$ cat config.mk
export PLATFORM = sky130hd
export DESIGN_NAME = keyword_token_lexer_core
export DESIGN_NICKNAME = d
export VERILOG_FILES = /design/src/sv/klx_pkg.sv /design/src/sv/klx_front.sv /design/src/sv/klx_queue.sv /design/src/sv/klx_back.sv /design/src/sv/keyword_token_lexer_core.sv
export SDC_FILE = /design/constraint.sdc
export NUM_CORES = 1
export LEC_CHECK = 0
export BUFFER_PORTS_ARGS = -buffer_cell sky130_fd_sc_hd__buf_2
export CORE_ASPECT_RATIO = 0.7
export CORE_MARGIN = 5
export CORE_UTILIZATION = 55
export CTS_CLUSTER_DIAMETER = 80
export CTS_CLUSTER_SIZE = 12
export DETAILED_ROUTE_END_ITERATION = 8
export GPL_ROUTABILITY_DRIVEN = 1
export PLACE_DENSITY = 0.7
export SYNTH_ARGS = -nofsm -noshare
export SYNTH_HDL_FRONTEND = slang
export SYNTH_SLANG_ARGS = --single-unit
$ cat constraint.sdc
create_clock -name clock -period 45.8 [get_ports clock]
set_clock_uncertainty 0.1 [all_clocks]
set_input_delay 9.16 -clock clock [delete_from_list [all_inputs] [get_ports clock]]
set_output_delay 9.16 -clock clock [all_outputs]
set_load 0.02 [all_outputs]
$ cat src/sv/klx_pkg.sv
`default_nettype none

package klx_pkg;

   // scan state between bytes
   typedef enum logic [2:0] {
      MODE_IDLE,
      MODE_KEYWORD,
      MODE_SLASH,
      MODE_NAME,
      MODE_NUMBER,
      MODE_STRING
   } mode_type;

   // token kinds
   localparam logic [3:0] KIND_LBRACE  = 4'd0;
   localparam logic [3:0] KIND_RBRACE  = 4'd1;
   localparam logic [3:0] KIND_LPAREN  = 4'd2;
   localparam logic [3:0] KIND_RPAREN  = 4'd3;
   localparam logic [3:0] KIND_COMMENT = 4'd4;
   localparam logic [3:0] KIND_EQUALS  = 4'd5;
   localparam logic [3:0] KIND_SEMI    = 4'd6;
   localparam logic [3:0] KIND_CPU     = 4'd7;
   localparam logic [3:0] KIND_INSTR   = 4'd8;
   localparam logic [3:0] KIND_REG     = 4'd9;
   localparam logic [3:0] KIND_NAME    = 4'd10;
   localparam logic [3:0] KIND_NUMBER  = 4'd11;
   localparam logic [3:0] KIND_STRING  = 4'd12;
   localparam logic [3:0] KIND_END     = 4'd13;

   // keyword codes
   localparam logic [1:0] KW_CPU   = 2'd0;
   localparam logic [1:0] KW_INSTR = 2'd1;
   localparam logic [1:0] KW_REG   = 2'd2;

   // characters
   localparam logic [7:0] CH_NUL    = 8'h00;
   localparam logic [7:0] CH_LBRACE = 8'h7B;
   localparam logic [7:0] CH_RBRACE = 8'h7D;
   localparam logic [7:0] CH_LPAREN = 8'h28;
   localparam logic [7:0] CH_RPAREN = 8'h29;
   localparam logic [7:0] CH_EQUALS = 8'h3D;
   localparam logic [7:0] CH_SEMI   = 8'h3B;
   localparam logic [7:0] CH_SLASH  = 8'h2F;
   localparam logic [7:0] CH_QUOTE  = 8'h22;
   localparam logic [7:0] CH_C      = 8'h63;
   localparam logic [7:0] CH_I      = 8'h69;
   localparam logic [7:0] CH_R      = 8'h72;
   localparam logic [7:0] CH_0      = 8'h30;
   localparam logic [7:0] CH_9      = 8'h39;

   localparam logic [0:11][7:0] KW_CPU_TEXT   = {"cpu", {9{8'h00}}};
   localparam logic [0:11][7:0] KW_INSTR_TEXT = "instructions";
   localparam logic [0:11][7:0] KW_REG_TEXT   = {"registers", {3{8'h00}}};

   // token bundle and queue sizing
   localparam int MAX_TOKENS   = 4;
   localparam int TOK_IDX_BITS = 2;
   localparam int CNT_BITS     = 3;
   localparam int QUEUE_DEPTH  = 4;
   localparam int QPTR_BITS    = 2;
   localparam int QCNT_BITS    = 3;

   typedef struct packed {
      logic                push;
      logic [CNT_BITS-1:0] count;
   } bundle_ctrl_type;

   typedef struct packed {
      logic                empty;
      logic                full;
      logic [CNT_BITS-1:0] head_count;
   } queue_stat_type;

   function automatic logic is_space(input logic [7:0] c);
      return (c == 8'h20) || (c inside {[8'h09:8'h0D]});
   endfunction

   function automatic logic is_punct(input logic [7:0] c);
      return (c inside {[8'h21:8'h2F], [8'h3A:8'h40], [8'h5B:8'h60], [8'h7B:8'h7E]});
   endfunction

   function automatic logic [3:0] kw_len(input logic [1:0] kw);
      logic [3:0] n;
      case (kw)
         KW_CPU:   n = 4'd3;
         KW_INSTR: n = 4'd12;
         KW_REG:   n = 4'd9;
         default:  n = 4'd3;
      endcase
      return n;
   endfunction

   function automatic logic [3:0] kw_kind(input logic [1:0] kw);
      logic [3:0] k;
      case (kw)
         KW_CPU:   k = KIND_CPU;
         KW_INSTR: k = KIND_INSTR;
         KW_REG:   k = KIND_REG;
         default:  k = KIND_CPU;
      endcase
      return k;
   endfunction

   function automatic logic [7:0] kw_char(input logic [1:0] kw, input logic [3:0] idx);
      logic [7:0] ch;
      if (idx > 4'd11) begin
         ch = CH_NUL;
      end else begin
         case (kw)
            KW_CPU:   ch = KW_CPU_TEXT[idx];
            KW_INSTR: ch = KW_INSTR_TEXT[idx];
            KW_REG:   ch = KW_REG_TEXT[idx];
            default:  ch = KW_CPU_TEXT[idx];
         endcase
      end
      return ch;
   endfunction

endpackage

`default_nettype wire

$ cat src/sv/klx_front.sv
`default_nettype none

module klx_front #(
   parameter int OFFSET_BITS = 24,
   parameter int LENGTH_BITS = 16
) (
   input  wire logic                                                 clock,
   input  wire logic                                                 reset,
   input  wire logic                                                 push,
   input  wire logic                                                 q_full,
   input  wire logic [7:0]                                           src_byte,
   input  wire logic                                                 end_of_source,
   output klx_pkg::bundle_ctrl_type                                  bnd,
   output logic [klx_pkg::MAX_TOKENS-1:0][3:0]                       tk_kind,
   output logic [klx_pkg::MAX_TOKENS-1:0][OFFSET_BITS-1:0]           tk_start,
   output logic [klx_pkg::MAX_TOKENS-1:0][LENGTH_BITS-1:0]           tk_len
);
   import klx_pkg::*;

   typedef struct packed {
      logic       emit_one;
      logic [3:0] kind;
      mode_type   mode;
      logic       load;
      logic       str;
      logic       kw_load;
      logic [1:0] kw;
   } start_type;

   function automatic start_type start_token(input logic [7:0] c);
      start_type s;
      s = '0;
      s.mode = MODE_IDLE;
      if (!is_space(c)) begin
         case (c)
            CH_LBRACE: begin s.emit_one = 1'b1; s.kind = KIND_LBRACE; end
            CH_RBRACE: begin s.emit_one = 1'b1; s.kind = KIND_RBRACE; end
            CH_LPAREN: begin s.emit_one = 1'b1; s.kind = KIND_LPAREN; end
            CH_RPAREN: begin s.emit_one = 1'b1; s.kind = KIND_RPAREN; end
            CH_EQUALS: begin s.emit_one = 1'b1; s.kind = KIND_EQUALS; end
            CH_SEMI:   begin s.emit_one = 1'b1; s.kind = KIND_SEMI; end
            default: begin
               s.load = 1'b1;
               if (c == CH_SLASH) begin
                  s.mode = MODE_SLASH;
               end else if (c == CH_QUOTE) begin
                  s.mode = MODE_STRING;
                  s.str  = 1'b1;
               end else if (c == CH_C || c == CH_I || c == CH_R) begin
                  s.mode    = MODE_KEYWORD;
                  s.kw_load = 1'b1;
                  s.kw      = (c == CH_C) ? KW_CPU : ((c == CH_I) ? KW_INSTR : KW_REG);
               end else if (c inside {[CH_0:CH_9]}) begin
                  s.mode = MODE_NUMBER;
               end else if (is_punct(c)) begin
                  // unlisted mark: one-character name
                  s.emit_one = 1'b1;
                  s.kind     = KIND_NAME;
               end else begin
                  s.mode = MODE_NAME;
               end
            end
         endcase
      end
      return s;
   endfunction

   function automatic logic [LENGTH_BITS-1:0] sat_inc(input logic [LENGTH_BITS-1:0] v);
      return (v == {LENGTH_BITS{1'b1}}) ? v : v + LENGTH_BITS'(1);
   endfunction

   mode_type                mode_ff, mode_in;
   logic [1:0]              kw_ff, kw_in;
   logic [3:0]              mi_ff, mi_in;
   logic [OFFSET_BITS-1:0]  ps_ff, ps_in;
   logic [LENGTH_BITS-1:0]  pl_ff, pl_in;
   logic [OFFSET_BITS-1:0]  pos_ff, pos_in;
   logic                    fin_ff, fin_in;

   logic                    accept;
   start_type               st;
   logic                    do_start;
   logic                    do_finish;
   logic [CNT_BITS-1:0]     cnt;
   logic                    kw_hit;

   assign accept = push && !q_full;

   always_comb begin
      st        = start_token(src_byte);
      cnt       = '0;
      tk_kind   = '0;
      tk_start  = '0;
      tk_len    = '0;
      mode_in   = mode_ff;
      kw_in     = kw_ff;
      mi_in     = mi_ff;
      ps_in     = ps_ff;
      pl_in     = pl_ff;
      pos_in    = pos_ff;
      fin_in    = fin_ff;
      do_start  = 1'b0;
      do_finish = 1'b0;
      kw_hit    = (mi_ff < kw_len(kw_ff)) && (src_byte == kw_char(kw_ff, mi_ff));
      if (accept && !fin_ff) begin
         if (src_byte == CH_NUL) begin
            do_finish = 1'b1;
         end else begin
            pos_in    = pos_ff + OFFSET_BITS'(1);
            do_finish = end_of_source;
            case (mode_ff)
               MODE_KEYWORD: begin
                  if (kw_hit) begin
                     mi_in = mi_ff + 4'd1;
                     pl_in = sat_inc(pl_ff);
                     if (mi_in >= kw_len(kw_ff)) begin
                        tk_kind[cnt[TOK_IDX_BITS-1:0]]  = kw_kind(kw_ff);
                        tk_start[cnt[TOK_IDX_BITS-1:0]] = ps_ff;
                        tk_len[cnt[TOK_IDX_BITS-1:0]]   = LENGTH_BITS'(kw_len(kw_ff));
                        cnt     = cnt + CNT_BITS'(1);
                        mode_in = MODE_IDLE;
                        mi_in   = 4'd0;
                     end
                  end else if (is_space(src_byte) || is_punct(src_byte)) begin
                     tk_kind[cnt[TOK_IDX_BITS-1:0]]  = KIND_NAME;
                     tk_start[cnt[TOK_IDX_BITS-1:0]] = ps_ff;
                     tk_len[cnt[TOK_IDX_BITS-1:0]]   = pl_ff;
                     cnt      = cnt + CNT_BITS'(1);
                     mi_in    = 4'd0;
                     do_start = 1'b1;
                  end else begin
                     // broken keyword continues as a name
                     mode_in = MODE_NAME;
                     mi_in   = 4'd0;
                     pl_in   = sat_inc(pl_ff);
                  end
               end
               MODE_SLASH: begin
                  if (src_byte == CH_SLASH) begin
                     tk_kind[cnt[TOK_IDX_BITS-1:0]]  = KIND_COMMENT;
                     tk_start[cnt[TOK_IDX_BITS-1:0]] = ps_ff;
                     tk_len[cnt[TOK_IDX_BITS-1:0]]   = LENGTH_BITS'(2);
                     cnt     = cnt + CNT_BITS'(1);
                     mode_in = MODE_IDLE;
                  end else begin
                     tk_kind[cnt[TOK_IDX_BITS-1:0]]  = KIND_NAME;
                     tk_start[cnt[TOK_IDX_BITS-1:0]] = ps_ff;
                     tk_len[cnt[TOK_IDX_BITS-1:0]]   = LENGTH_BITS'(1);
                     cnt      = cnt + CNT_BITS'(1);
                     do_start = 1'b1;
                  end
               end
               MODE_NAME, MODE_NUMBER: begin
                  if (is_space(src_byte) || is_punct(src_byte)) begin
                     tk_kind[cnt[TOK_IDX_BITS-1:0]]  =
                        (mode_ff == MODE_NAME) ? KIND_NAME : KIND_NUMBER;
                     tk_start[cnt[TOK_IDX_BITS-1:0]] = ps_ff;
                     tk_len[cnt[TOK_IDX_BITS-1:0]]   = pl_ff;
                     cnt      = cnt + CNT_BITS'(1);
                     do_start = 1'b1;
                  end else begin
                     pl_in = sat_inc(pl_ff);
                  end
               end
               MODE_STRING: begin
                  if (src_byte == CH_QUOTE) begin
                     tk_kind[cnt[TOK_IDX_BITS-1:0]]  = KIND_STRING;
                     tk_start[cnt[TOK_IDX_BITS-1:0]] = ps_ff;
                     tk_len[cnt[TOK_IDX_BITS-1:0]]   = pl_ff;
                     cnt     = cnt + CNT_BITS'(1);
                     mode_in = MODE_IDLE;
                  end else begin
                     pl_in = sat_inc(pl_ff);
                  end
               end
               default: begin
                  do_start = 1'b1;
               end
            endcase
            // open a new token on this byte after any token it closed
            if (do_start) begin
               mode_in = st.mode;
               if (st.emit_one) begin
                  tk_kind[cnt[TOK_IDX_BITS-1:0]]  = st.kind;
                  tk_start[cnt[TOK_IDX_BITS-1:0]] = pos_ff;
                  tk_len[cnt[TOK_IDX_BITS-1:0]]   = LENGTH_BITS'(1);
                  cnt = cnt + CNT_BITS'(1);
               end
               if (st.load) begin
                  ps_in = st.str ? pos_ff + OFFSET_BITS'(1) : pos_ff;
                  pl_in = st.str ? '0 : LENGTH_BITS'(1);
               end
               if (st.kw_load) begin
                  kw_in = st.kw;
                  mi_in = 4'd1;
               end
            end
         end
         // flush the open token, then give the end token
         if (do_finish) begin
            case (mode_in)
               MODE_KEYWORD, MODE_NAME: begin
                  tk_kind[cnt[TOK_IDX_BITS-1:0]]  = KIND_NAME;
                  tk_start[cnt[TOK_IDX_BITS-1:0]] = ps_in;
                  tk_len[cnt[TOK_IDX_BITS-1:0]]   = pl_in;
                  cnt = cnt + CNT_BITS'(1);
               end
               MODE_NUMBER: begin
                  tk_kind[cnt[TOK_IDX_BITS-1:0]]  = KIND_NUMBER;
                  tk_start[cnt[TOK_IDX_BITS-1:0]] = ps_in;
                  tk_len[cnt[TOK_IDX_BITS-1:0]]   = pl_in;
                  cnt = cnt + CNT_BITS'(1);
               end
               MODE_SLASH: begin
                  tk_kind[cnt[TOK_IDX_BITS-1:0]]  = KIND_NAME;
                  tk_start[cnt[TOK_IDX_BITS-1:0]] = ps_in;
                  tk_len[cnt[TOK_IDX_BITS-1:0]]   = LENGTH_BITS'(1);
                  cnt = cnt + CNT_BITS'(1);
               end
               MODE_STRING: begin
                  tk_kind[cnt[TOK_IDX_BITS-1:0]]  = KIND_STRING;
                  tk_start[cnt[TOK_IDX_BITS-1:0]] = ps_in;
                  tk_len[cnt[TOK_IDX_BITS-1:0]]   = pl_in;
                  cnt = cnt + CNT_BITS'(1);
               end
               default: begin
               end
            endcase
            tk_kind[cnt[TOK_IDX_BITS-1:0]]  = KIND_END;
            tk_start[cnt[TOK_IDX_BITS-1:0]] = pos_in;
            tk_len[cnt[TOK_IDX_BITS-1:0]]   = '0;
            cnt     = cnt + CNT_BITS'(1);
            mode_in = MODE_IDLE;
            mi_in   = 4'd0;
            fin_in  = 1'b1;
         end
      end
   end

   always_comb begin
      bnd.push  = (cnt != '0);
      bnd.count = cnt;
   end

   always_ff @(posedge clock) begin
      if (reset) begin
         mode_ff <= MODE_IDLE;
         kw_ff   <= KW_CPU;
         mi_ff   <= '0;
         ps_ff   <= '0;
         pl_ff   <= '0;
         pos_ff  <= '0;
         fin_ff  <= 1'b0;
      end else begin
         mode_ff <= mode_in;
         kw_ff   <= kw_in;
         mi_ff   <= mi_in;
         ps_ff   <= ps_in;
         pl_ff   <= pl_in;
         pos_ff  <= pos_in;
         fin_ff  <= fin_in;
      end
   end

endmodule

`default_nettype wire

$ cat src/sv/klx_queue.sv
`default_nettype none

module klx_queue #(
   parameter int OFFSET_BITS = 24,
   parameter int LENGTH_BITS = 16
) (
   input  wire logic                                                 clock,
   input  wire logic                                                 reset,
   input  wire klx_pkg::bundle_ctrl_type                             bnd,
   input  wire logic [klx_pkg::MAX_TOKENS-1:0][3:0]                  wr_kind,
   input  wire logic [klx_pkg::MAX_TOKENS-1:0][OFFSET_BITS-1:0]      wr_start,
   input  wire logic [klx_pkg::MAX_TOKENS-1:0][LENGTH_BITS-1:0]      wr_len,
   input  wire logic                                                 q_pop,
   output klx_pkg::queue_stat_type                                   q_stat,
   output logic [klx_pkg::MAX_TOKENS-1:0][3:0]                       hd_kind,
   output logic [klx_pkg::MAX_TOKENS-1:0][OFFSET_BITS-1:0]           hd_start,
   output logic [klx_pkg::MAX_TOKENS-1:0][LENGTH_BITS-1:0]           hd_len
);
   import klx_pkg::*;

   logic [CNT_BITS-1:0]                         cnt_ff   [QUEUE_DEPTH];
   logic [MAX_TOKENS-1:0][3:0]                  kind_ff  [QUEUE_DEPTH];
   logic [MAX_TOKENS-1:0][OFFSET_BITS-1:0]      start_ff [QUEUE_DEPTH];
   logic [MAX_TOKENS-1:0][LENGTH_BITS-1:0]      len_ff   [QUEUE_DEPTH];

   logic [QPTR_BITS-1:0] wr_ptr_ff, wr_ptr_in;
   logic [QPTR_BITS-1:0] rd_ptr_ff, rd_ptr_in;
   logic [QCNT_BITS-1:0] fill_ff, fill_in;

   always_comb begin
      wr_ptr_in = bnd.push ? wr_ptr_ff + QPTR_BITS'(1) : wr_ptr_ff;
      rd_ptr_in = q_pop ? rd_ptr_ff + QPTR_BITS'(1) : rd_ptr_ff;
      fill_in   = fill_ff + QCNT_BITS'(bnd.push) - QCNT_BITS'(q_pop);
   end

   always_comb begin
      q_stat.empty      = (fill_ff == '0);
      q_stat.full       = (fill_ff == QCNT_BITS'(QUEUE_DEPTH));
      q_stat.head_count = cnt_ff[rd_ptr_ff];
      hd_kind           = kind_ff[rd_ptr_ff];
      hd_start          = start_ff[rd_ptr_ff];
      hd_len            = len_ff[rd_ptr_ff];
   end

   always_ff @(posedge clock) begin
      if (bnd.push) begin
         cnt_ff[wr_ptr_ff]   <= bnd.count;
         kind_ff[wr_ptr_ff]  <= wr_kind;
         start_ff[wr_ptr_ff] <= wr_start;
         len_ff[wr_ptr_ff]   <= wr_len;
      end
   end

   always_ff @(posedge clock) begin
      if (reset) begin
         wr_ptr_ff <= '0;
         rd_ptr_ff <= '0;
         fill_ff   <= '0;
      end else begin
         wr_ptr_ff <= wr_ptr_in;
         rd_ptr_ff <= rd_ptr_in;
         fill_ff   <= fill_in;
      end
   end

endmodule

`default_nettype wire

$ cat src/sv/klx_back.sv
`default_nettype none

module klx_back #(
   parameter int OFFSET_BITS = 24,
   parameter int LENGTH_BITS = 16
) (
   input  wire logic                                                 clock,
   input  wire logic                                                 reset,
   input  wire klx_pkg::queue_stat_type                              q_stat,
   input  wire logic [klx_pkg::MAX_TOKENS-1:0][3:0]                  hd_kind,
   input  wire logic [klx_pkg::MAX_TOKENS-1:0][OFFSET_BITS-1:0]      hd_start,
   input  wire logic [klx_pkg::MAX_TOKENS-1:0][LENGTH_BITS-1:0]      hd_len,
   output logic                                                      q_pop,
   output logic                                                      empty,
   input  wire logic                                                 pop,
   output logic [3:0]                                                token_kind,
   output logic [OFFSET_BITS-1:0]                                    token_start,
   output logic [LENGTH_BITS-1:0]                                    token_len,
   output logic                                                      last_of_run
);
   import klx_pkg::*;

   logic                    vld_ff, vld_in;
   logic [TOK_IDX_BITS-1:0] idx_ff, idx_in;
   logic [3:0]              kind_ff;
   logic [OFFSET_BITS-1:0]  start_ff;
   logic [LENGTH_BITS-1:0]  len_ff;
   logic                    last_ff;

   logic                    load;
   logic                    tok_last;

   always_comb begin
      load     = !q_stat.empty && (!vld_ff || pop);
      tok_last = ((CNT_BITS'(idx_ff) + CNT_BITS'(1)) == q_stat.head_count);
      q_pop    = load && tok_last;
      idx_in   = idx_ff;
      if (load) begin
         idx_in = tok_last ? '0 : idx_ff + TOK_IDX_BITS'(1);
      end
      if (load) begin
         vld_in = 1'b1;
      end else if (pop) begin
         vld_in = 1'b0;
      end else begin
         vld_in = vld_ff;
      end
   end

   always_ff @(posedge clock) begin
      if (reset) begin
         vld_ff <= 1'b0;
         idx_ff <= '0;
      end else begin
         vld_ff <= vld_in;
         idx_ff <= idx_in;
      end
   end

   // output reg takes one head-bundle token per cycle if free or popped
   always_ff @(posedge clock) begin
      if (load) begin
         kind_ff  <= hd_kind[idx_ff];
         start_ff <= hd_start[idx_ff];
         len_ff   <= hd_len[idx_ff];
         last_ff  <= tok_last;
      end
   end

   assign empty       = !vld_ff;
   assign token_kind  = kind_ff;
   assign token_start = start_ff;
   assign token_len   = len_ff;
   assign last_of_run = last_ff;

endmodule

`default_nettype wire

$ cat src/sv/keyword_token_lexer_core.sv
// Keyword token lexer: source bytes in, tokens (kind, start, length) out.
// Input side is a queue write port: drive req_src_byte/req_end_of_source
// with push; a byte is taken on a clock edge where push is high and full
// is low. A zero byte or end_of_source closes the source and gives the
// end token; bytes after that are taken and dropped until reset.
// Result side is a queue read port: while empty is low the oldest token
// sits on rsp_token_*; pop high at a clock edge takes it. rsp_last_of_run
// marks the final token caused by one byte.
// A token goes from the scanner through the bundle queue and the output
// register to the result ports. Throughput: one byte per cycle into the
// scanner while full is low; the output drains one token per cycle while
// pop is high, so a byte that closes one token and opens another takes
// one output slot per token. A four-entry bundle queue between scanner
// and output register absorbs the difference; full rises once it holds
// four bundles, as when pop is held low while bytes keep making tokens.
// Reset (synchronous) clears position, scan state, queue and output valid.
`default_nettype none

module keyword_token_lexer_core #(
   parameter int OFFSET_BITS = 24,
   parameter int LENGTH_BITS = 16
) (
   input  wire logic                    clock,
   input  wire logic                    reset,
   input  wire logic                    push,
   output logic                         full,
   input  wire logic [7:0]              req_src_byte,
   input  wire logic                    req_end_of_source,
   output logic                         empty,
   input  wire logic                    pop,
   output logic [3:0]                   rsp_token_kind,
   output logic [OFFSET_BITS-1:0]       rsp_token_start,
   output logic [LENGTH_BITS-1:0]       rsp_token_len,
   output logic                         rsp_last_of_run
);
   import klx_pkg::*;

   bundle_ctrl_type                         bnd;
   queue_stat_type                          q_stat;
   logic                                    q_pop;
   logic [MAX_TOKENS-1:0][3:0]              tk_kind;
   logic [MAX_TOKENS-1:0][OFFSET_BITS-1:0]  tk_start;
   logic [MAX_TOKENS-1:0][LENGTH_BITS-1:0]  tk_len;
   logic [MAX_TOKENS-1:0][3:0]              hd_kind;
   logic [MAX_TOKENS-1:0][OFFSET_BITS-1:0]  hd_start;
   logic [MAX_TOKENS-1:0][LENGTH_BITS-1:0]  hd_len;

   assign full = q_stat.full;

   klx_front #(
      .OFFSET_BITS (OFFSET_BITS),
      .LENGTH_BITS (LENGTH_BITS)
   ) u_front (
      .clock         (clock),
      .reset         (reset),
      .push          (push),
      .q_full        (q_stat.full),
      .src_byte      (req_src_byte),
      .end_of_source (req_end_of_source),
      .bnd           (bnd),
      .tk_kind       (tk_kind),
      .tk_start      (tk_start),
      .tk_len        (tk_len)
   );

   klx_queue #(
      .OFFSET_BITS (OFFSET_BITS),
      .LENGTH_BITS (LENGTH_BITS)
   ) u_queue (
      .clock    (clock),
      .reset    (reset),
      .bnd      (bnd),
      .wr_kind  (tk_kind),
      .wr_start (tk_start),
      .wr_len   (tk_len),
      .q_pop    (q_pop),
      .q_stat   (q_stat),
      .hd_kind  (hd_kind),
      .hd_start (hd_start),
      .hd_len   (hd_len)
   );

   klx_back #(
      .OFFSET_BITS (OFFSET_BITS),
      .LENGTH_BITS (LENGTH_BITS)
   ) u_back (
      .clock        (clock),
      .reset        (reset),
      .q_stat       (q_stat),
      .hd_kind      (hd_kind),
      .hd_start     (hd_start),
      .hd_len       (hd_len),
      .q_pop        (q_pop),
      .empty        (empty),
      .pop          (pop),
      .token_kind   (rsp_token_kind),
      .token_start  (rsp_token_start),
      .token_len    (rsp_token_len),
      .last_of_run  (rsp_last_of_run)
   );

`ifndef SYNTHESIS
   a_no_overflow: assert property (@(posedge clock) disable iff (reset)
      bnd.push |-> !q_stat.full)
      else $error("bundle written into a full queue");

   a_bundle_size: assert property (@(posedge clock) disable iff (reset)
      bnd.push |-> (bnd.count <= CNT_BITS'(MAX_TOKENS)))
      else $error("bundle holds more tokens than it has slots");

   a_head_nonzero: assert property (@(posedge clock) disable iff (reset)
      !q_stat.empty |-> (q_stat.head_count != '0))
      else $error("queue head bundle has no tokens");

   a_pop_needs_data: assert property (@(posedge clock) disable iff (reset)
      q_pop |-> !q_stat.empty)
      else $error("queue popped while empty");
`endif

endmodule

`default_nettype wire
* Word level (Yosys, flattened, before mapping) *
Memory sizes are Yosys's and may differ from the RTL's. A register that Yosys moved wholly into a read port is not among the register bits.
Index checks and enable logic that the tools add are counted.

cells by class
  $add $sub $neg = 12
  bitwise logic cells = 22
  order comparisons = 23
  reduce and logical (&&, ||, !) cells = 36
  multiplexer cells = 185
  equal/unequal tests = 29

operators with widths
  cell                number
  $mux 96             9
  $mux 64             8
  $mux 24             17
  $mux 16             25
  $bwmux 96           3
  $demux 24 s2        3
  $pmux 64 s2         1
  $not 60->60         2
  $mux 4              25
  $demux 16 s2        3
  $pmux 16 s3         2
  $pmux 24 s4         1
  $mux 3              27
  $and 64x64->64      1
  $bwmux 64           1
  $mux 8              8
  $not 64->64         1
  $pmux 16 s4         1
  $and 15x60->60      1
  $and 60x60->60      1
  $eq 8x6->1 const B  7
  $bmux 24 s2         1
  $eq 8x7->1 const B  5
  $bmux 16 s2         1
  other kinds (68)    153

storage, ports and cells
  bits of input ports = 13
  memory bits (writable) = 716
  memories = 7
  bits in read-only memories = 384
  register bits after elaboration = 129

memory list
  memory            words  width  rd ports  clocked after memory_dff  write ports  RTL line         RTL
  u_queue.start_ff  4      96     1         1                         1            klx_queue.sv:23  logic [MAX_TOKENS-1:0][OFFSET_BITS-1:0] start_ff [QUEUE_DEPTH];
  u_queue.len_ff    4      64     1         1                         1            klx_queue.sv:24  logic [MAX_TOKENS-1:0][LENGTH_BITS-1:0] len_ff [QUEUE_DEPTH];
  (no name shown)   16     8      1         0                         0            klx_pkg.sv:112   KW_INSTR: ch = KW_INSTR_TEXT[idx];
  (no name shown)   16     8      1         0                         0            klx_pkg.sv:113   KW_REG: ch = KW_REG_TEXT[idx];
  (no name shown)   16     8      1         0                         0            klx_pkg.sv:111   KW_CPU: ch = KW_CPU_TEXT[idx];
  u_queue.kind_ff   4      16     1         1                         1            klx_queue.sv:22  logic [MAX_TOKENS-1:0][3:0] kind_ff [QUEUE_DEPTH];
  1 more memories   --     --     --        --                        --           --

* Depth between registers and ports, before layout *
  word-level depth = 35
  depth in mapped cells = 28
  mapped depth without buffers = 26

* Cells and area by module *
A second synthesis with hierarchy kept.

second synthesis, totals
  cell total of the unflattened synthesis = 2541
  area, all modules = 38240.4 sq um

by module, submodules not included
  module     cells an instance  area each (sq um)  times used  sequential area each (sq um)
  klx_queue  977                26250.2            1           21680.8
  klx_front  1444               9345.2             1           1481.4
  klx_back   120                2645.0             1           1411.4

* Worst setup path after synthesis *
OpenSTA, ideal clock, no wires.

  kind = input to register
  start point = input port req_src_byte[2]
  end point = memory u_queue.cnt_ff[0][0] (enable)
  required time = 44.957 ns
  arrival time = 21.021 ns
  setup slack = 23.936 ns
  cell stages on the path = 19
  library setup time = 0.743 ns
  path buffers = 2
  cell sequence = buf_2 -> inv_1 -> a211oi_1 -> a2111oi_0 -> nand4_1 -> or4_1 -> o211ai_2 -> clkbuf_1 -> ha_1 -> a32oi_2 -> inv_1 -> ha_1 -> nand2_1 -> o21ai_0 -> ha_1 -> inv_1 -> xnor2_1 -> o221a_4 -> nor2b_1

between the ends
  cells in the longest elaborated chain, start to end = 24
  elaborated cells on any way between the ends = 95
  classes of those cells = add/sub (3); order compare (12); eq/ne (18); mux (46); reduce/logical (16)

RTL lines
  item                                                          RTL line                            RTL
  start: declaration                                            keyword_token_lexer_core.sv:27      input wire logic [7:0] req_src_byte,
  $ge 8x6->1, or another cell as far along                      klx_pkg.sv:80                       return (c inside {[8'h21:8'h2F], [8'h3A:8'h40], [8'h5B:8'h60], [8'h7B:8'h7E]});
  $logic_and 1x1->1, on equally long branches                   klx_pkg.sv:80, klx_pkg.sv:76
  $reduce_bool 4->1 / $logic_or 1x1->1 (equally long branches)  klx_pkg.sv:80, klx_pkg.sv:76
  $logic_or 1x1->1, or another cell as far along                klx_front.sv:124, klx_front.sv:154
  $mux 1, or another cell as far along                          klx_front.sv:124, klx_front.sv:154
  $mux 3, or another cell as far along                          klx_front.sv:113                    if (kw_hit) begin
  $pmux 3 s4, or another cell as far along                      klx_front.sv:111                    case (mode_ff)
  $mux 3, or another cell as far along                          klx_front.sv:106                    if (src_byte == CH_NUL) begin
  [... 8 more ...]                                              --
  $mux 3                                                        klx_front.sv:200                    if (do_finish) begin
  $mux 3                                                        klx_front.sv:105                    if (accept && !fin_ff) begin
  $add 3x1->3                                                   klx_front.sv:232                    cnt = cnt + CNT_BITS'(1);
  $mux 3 (*)                                                    klx_front.sv:200
  $mux 3 (*)                                                    klx_front.sv:105
  $reduce_bool 3->1 (*)                                         klx_front.sv:241                    bnd.push = (cnt != '0);
  $mux 1 (*)                                                    klx_queue.sv:46                     if (bnd.push) begin
  $mux 1 (not written as such) (*)                              klx_queue.sv:47                     cnt_ff[wr_ptr_ff] <= bnd.count;
  end: declaration                                              klx_queue.sv:21                     logic [CNT_BITS-1:0] cnt_ff [QUEUE_DEPTH];

Every way passes the cells marked *; elsewhere a longest branch is shown, timed or not. The select of a mux whose other input is x is not followed.

* Worst setup path in the final report *
  start point = input port req_src_byte[4]
  end point = memory u_queue.len_ff[3][22] (netlist name) (enable)

between the ends
  cells in the longest elaborated chain, start to end = 24
  elaborated cells on any way between the ends = 95
  classes of those cells = add/sub (3); order compare (12); eq/ne (18); mux (46); reduce/logical (16)

RTL lines
  item                                                          RTL line                            RTL
  $ge 8x6->1, or another cell as far along                      klx_pkg.sv:80
  $logic_and 1x1->1, on equally long branches                   klx_pkg.sv:80, klx_pkg.sv:76
  $reduce_bool 4->1 / $logic_or 1x1->1 (equally long branches)  klx_pkg.sv:80, klx_pkg.sv:76
  $logic_or 1x1->1, or another cell as far along                klx_front.sv:124, klx_front.sv:154
  $mux 1, or another cell as far along                          klx_front.sv:124, klx_front.sv:154
  $mux 3, or another cell as far along                          klx_front.sv:113
  $pmux 3 s4, or another cell as far along                      klx_front.sv:111
  $mux 3, or another cell as far along                          klx_front.sv:106
  [... 8 more ...]                                              --
  $mux 3                                                        klx_front.sv:200
  $mux 3                                                        klx_front.sv:105
  $add 3x1->3                                                   klx_front.sv:232
  $mux 3 (*)                                                    klx_front.sv:200
  $mux 3 (*)                                                    klx_front.sv:105
  $reduce_bool 3->1 (*)                                         klx_front.sv:241
  $mux 1 (*)                                                    klx_queue.sv:46
  $mux 1 (not written as such) (*)                              klx_queue.sv:50                     len_ff[wr_ptr_ff] <= wr_len;
  end: declaration                                              klx_queue.sv:24

Marks and branches as above.

==> impl_results.md <==
* Tmin final at 17.45 ns
* DP HPWL at 57000 µm
* Fin. Hold Viols at 0
* Clk_lat worst skew at 0.65 ns
* Root Driver: clkbuf_16
* Avg WL per Cell at 26.4 µm
* Post-CTS setup buffers at 0
* CTS tree: done
* Post-cts resize count at 0
* Max VDD drop at 0.0941 mV
* Critical path origin: req_src_byte[4]
* CTS clock-pin slew for the worst setup and hold paths at 0.06 ns
* Initial antenna violation count at 3
* Setup CP Type: primary input to register
* Final GP Congestion at 0.934
* Clock Tree Buf Depth at 3
* CP max stage cell: nor2b_4
* Clk sink count at 847
* Cts hold-fix bufs at 0
* Pin count of the biggest net entering global routing at 145
* # DRC at 0
* Final Hold Slack at 0.373 ns
* Via count at 24200
* CP delay by family, top: buffers and inverters
* PwrDens at 49.8 nW/µm²
* Fin nets at 2722
* CP cell instances: buf_2, nor4_1, a32oi_1, nand2_1, nand2_1, o211ai_4, buf_4, ha_1, a32oi_2, inv_1, ha_1, nand2_1, o21ai_0, ha_1, buf_4, inv_1, xnor2_1, o221a_4, nor2b_4, buf_4, buf_4
* Drt first pass iters at 6
* Stages on worst setup path at 21
* Routed WL at 96000 µm
* Required @ worst endpoint at 45.96 ns
* Critical Path End: u_queue.len_ff[3][22]$_DFFE_PP_
* Die Height at 232 µm
* Row cnt at 81
* Period Utilization, post-route at 38.1%
* Fin. max-slew vios at 0
* TritonCTS buffer count at 80
* Share of layout cells above drive strength 1 at 17.5%
* CP Launch Type: primary input
* Core area at 69600 µm²
* Overflow after GRT at 0
* Total Die Area at 75600 µm²
* CP dominant cell by count: buf_4
* Mean number of vias per cell at 6.67
* Net Sw Frac at 29.3%
* Hold Path Class: register to register
* Netlist cell types at 97
* Rel. slew slack at 19.0%
* Worst slew pin tran at 1.21 ns
* IO buf count at 59
* Number of global-route vias before repair at 24000
* Static Leak at 13.0 nW
* Crit-path max FO at 68
* GRT Util Overall at 25.3%
* Synth Flop Type: edfxtp_1
* Final ANT Viol Nets at 0
* RSZ-0062 raised after global routing: false
* Syn Inst Count at 2669
* Max Freq at 57.3 MHz
* Drt initial violations at 2929
* Ports at 60
* Number of flops mapped to enable cells by yosys at 761
* Synthesized Nets at 2718
* Register area share after synthesis at 63.7%
* Reg2reg path depth at 26
* Post-Syn Area per Cell at 14.4 µm²
* Reg2reg end: u_queue.len_ff[3][22]$_DFFE_PP_
* Async SR Flop Fraction at 0%
* Endpoint class of the critical path: register
* Psw at 0.000613 W
* Commonest cells after routing, fill and taps aside: 761 x edfxtp_1, 245 x nor2_1, 223 x mux4_2, 173 x nand2_1, 169 x a21oi_1
* FF+latch count, synth at 847
* Worst reg-to-reg setup slack at 35.33 ns
* # H-tree levels at 3
* Most common cell after layout, fill and taps aside: edfxtp_1
* Mapped Area at 38600 µm²
* Max cap viols at 0
* Ant diodes at 0
* Clock power frac at 29.1%
* Int Power at 0.00148 W
* Min-delay src: u_front.ps_ff[1]$_SDFFE_PP0P_
* Starting Density at 55.4%
* RR Startpoint: u_front.kw_ff[0]$_SDFFE_PP0P_
* Outcome: complete, no violations
* Synth-to-Final Area Change at 8.92%
* Register share of total power at 47.7%
* Yosys warns at 0
* Worst path arrival time at 17.61 ns
* Setup TNS at 0 ns
* Die X at 326 µm
* Gate power share at 23.2%
* Wire length of the first global-routing pass at 146000 µm
* Final setup vio count at 0
* Worst path max stage delay at 0.90 ns
* CP Buf/Inv Count at 7
power by group through the flow:
stage	logic (W)	clock network [W]	registers (W)
floorplan	0.000314	0	0.00105
global placement	0.000478	0	0.00101
detailed placement	0.000484	0	0.00101
CTS	0.000487	0.000620	0.000999
global route	0.000517	0.000654	0.00101
finish	0.000485	0.000608	0.000998
sequential cells by signal, indices dropped and copies added (netlist names), 12 cells and up, named ones only:
name                count
u_queue.len_ff        256
u_front.pl_ff          16
u_back.token_start     24
u_back.token_len       16
u_queue.kind_ff        64
u_front.ps_ff          24
u_front.pos_ff         24
u_queue.cnt_ff         12
u_queue.start_ff      384
area by class of cell:
| class | count | area, µm² |
|---|---|---|
| flip-flops and latches | 847 | 24600 |
| inverters | 58 | 218 |
| clock inverters | 8 | 131 |
| fillers | 5137 | 27600 |
| multi-input cells | 1579 | 13100 |
| clock buffers | 122 | 2170 |
| well taps | 913 | 1140 |
| repair buffers | 107 | 681 |
worst min path at each step:
| stage | endpoint | cells after the start |
|---|---|---|
| finish | u_front.ps_ff[1]$_SDFFE_PP0P_ | 2 |
| global route | u_front.ps_ff[1]$_SDFFE_PP0P_ | 2 |
| CTS | u_front.ps_ff[18]$_SDFFE_PP0P_ | 2 |
| detailed placement | u_front.ps_ff[18]$_SDFFE_PP0P_ | 2 |
| global placement | u_front.ps_ff[5]$_SDFFE_PP0P_ | 2 |
| floorplan | u_back.vld_ff$_SDFFE_PP0P_ | 2 |
through the flow:
step,util (%),power (W),area [µm²],cells,worst slack [ns]
5_1_grt,60.3,0.00218,42000,3634,27.83
3_5_place_dp,57.0,0.00150,39700,3504,27.84
3_3_place_gp,57.0,0.00149,39700,3504,28.09
6_report,60.3,0.00209,42000,3634,28.35
4_1_cts,60.3,0.00211,42000,3634,28.53
2_1_floorplan,-,0.00136,38600,2669,23.94
routing by layer:
metal	vias to the layer above	global-route usage (%)	wire [µm]
li1	10400	-	-
met1	12400	39.2	42700
met2	1237	37.0	41900
met3	177	5.80	9360
met4	6	6.10	2110
met5	-	0	34
synth_stat cells, types with 18 or more instances:
library cell | instances | area share [%]
a31oi_1 | 18 | 0.29
nor2b_1 | 21 | 0.34
o22ai_1 | 47 | 0.76
or3_1 | 19 | 0.31
o21ai_0 | 100 | 1.3
buf_2 | 23 | 0.30
clkbuf_1 | 126 | 1.2
a21oi_1 | 169 | 2.2
nor3b_1 | 21 | 0.41
dfxtp_1 | 86 | 4.5
nor2_1 | 246 | 2.4
mux4_2 | 223 | 13
buf_1 | 27 | 0.26
nor3_1 | 78 | 1.0
inv_1 | 58 | 0.56
edfxtp_1 | 761 | 59
a22oi_1 | 59 | 1.1
xnor2_1 | 71 | 1.6
and3_1 | 18 | 0.29
nand2_1 | 174 | 1.7
ha_1 | 35 | 1.1
a211oi_1 | 34 | 0.66
nand3_1 | 38 | 0.49
kinds of logic after synthesis:
kind of cell | Yosys count | share of synthesized area [%]
XOR/XNOR | 78 | 1.77
flip-flops | 847 | 63.7
adder cells (fa/ha/maj) | 36 | 1.19
buffers and inverters | 243 | 2.55
AO/OA/AOI/OAI | 528 | 8.83
AND/OR/NAND/NOR | 704 | 8.61
multiplexers | 233 | 13.3
worst reg2reg max path: stages (launching register included):
cell and delay (ns):
dfxtp_1 0.35, inv_1 0.05, ha_1 0.79, inv_1 0.34
ha_1 0.35, nor2b_1 0.12, o21ai_0 0.14, nand2b_1 0.12
a2111oi_0 0.44, nand4_1 0.41, or4_1 0.74, o211ai_4 0.12
buf_4 0.54, ha_1 0.37, a32oi_2 0.37, inv_1 0.13
ha_1 0.30, nand2_1 0.04, o21ai_0 0.16, ha_1 0.23
buf_4 0.42, inv_1 0.18, xnor2_1 0.22, o221a_4 0.36
nor2b_4 0.91, buf_4 0.78, buf_4 0.90
No activity file was read; power rests on OpenSTA's default activity.
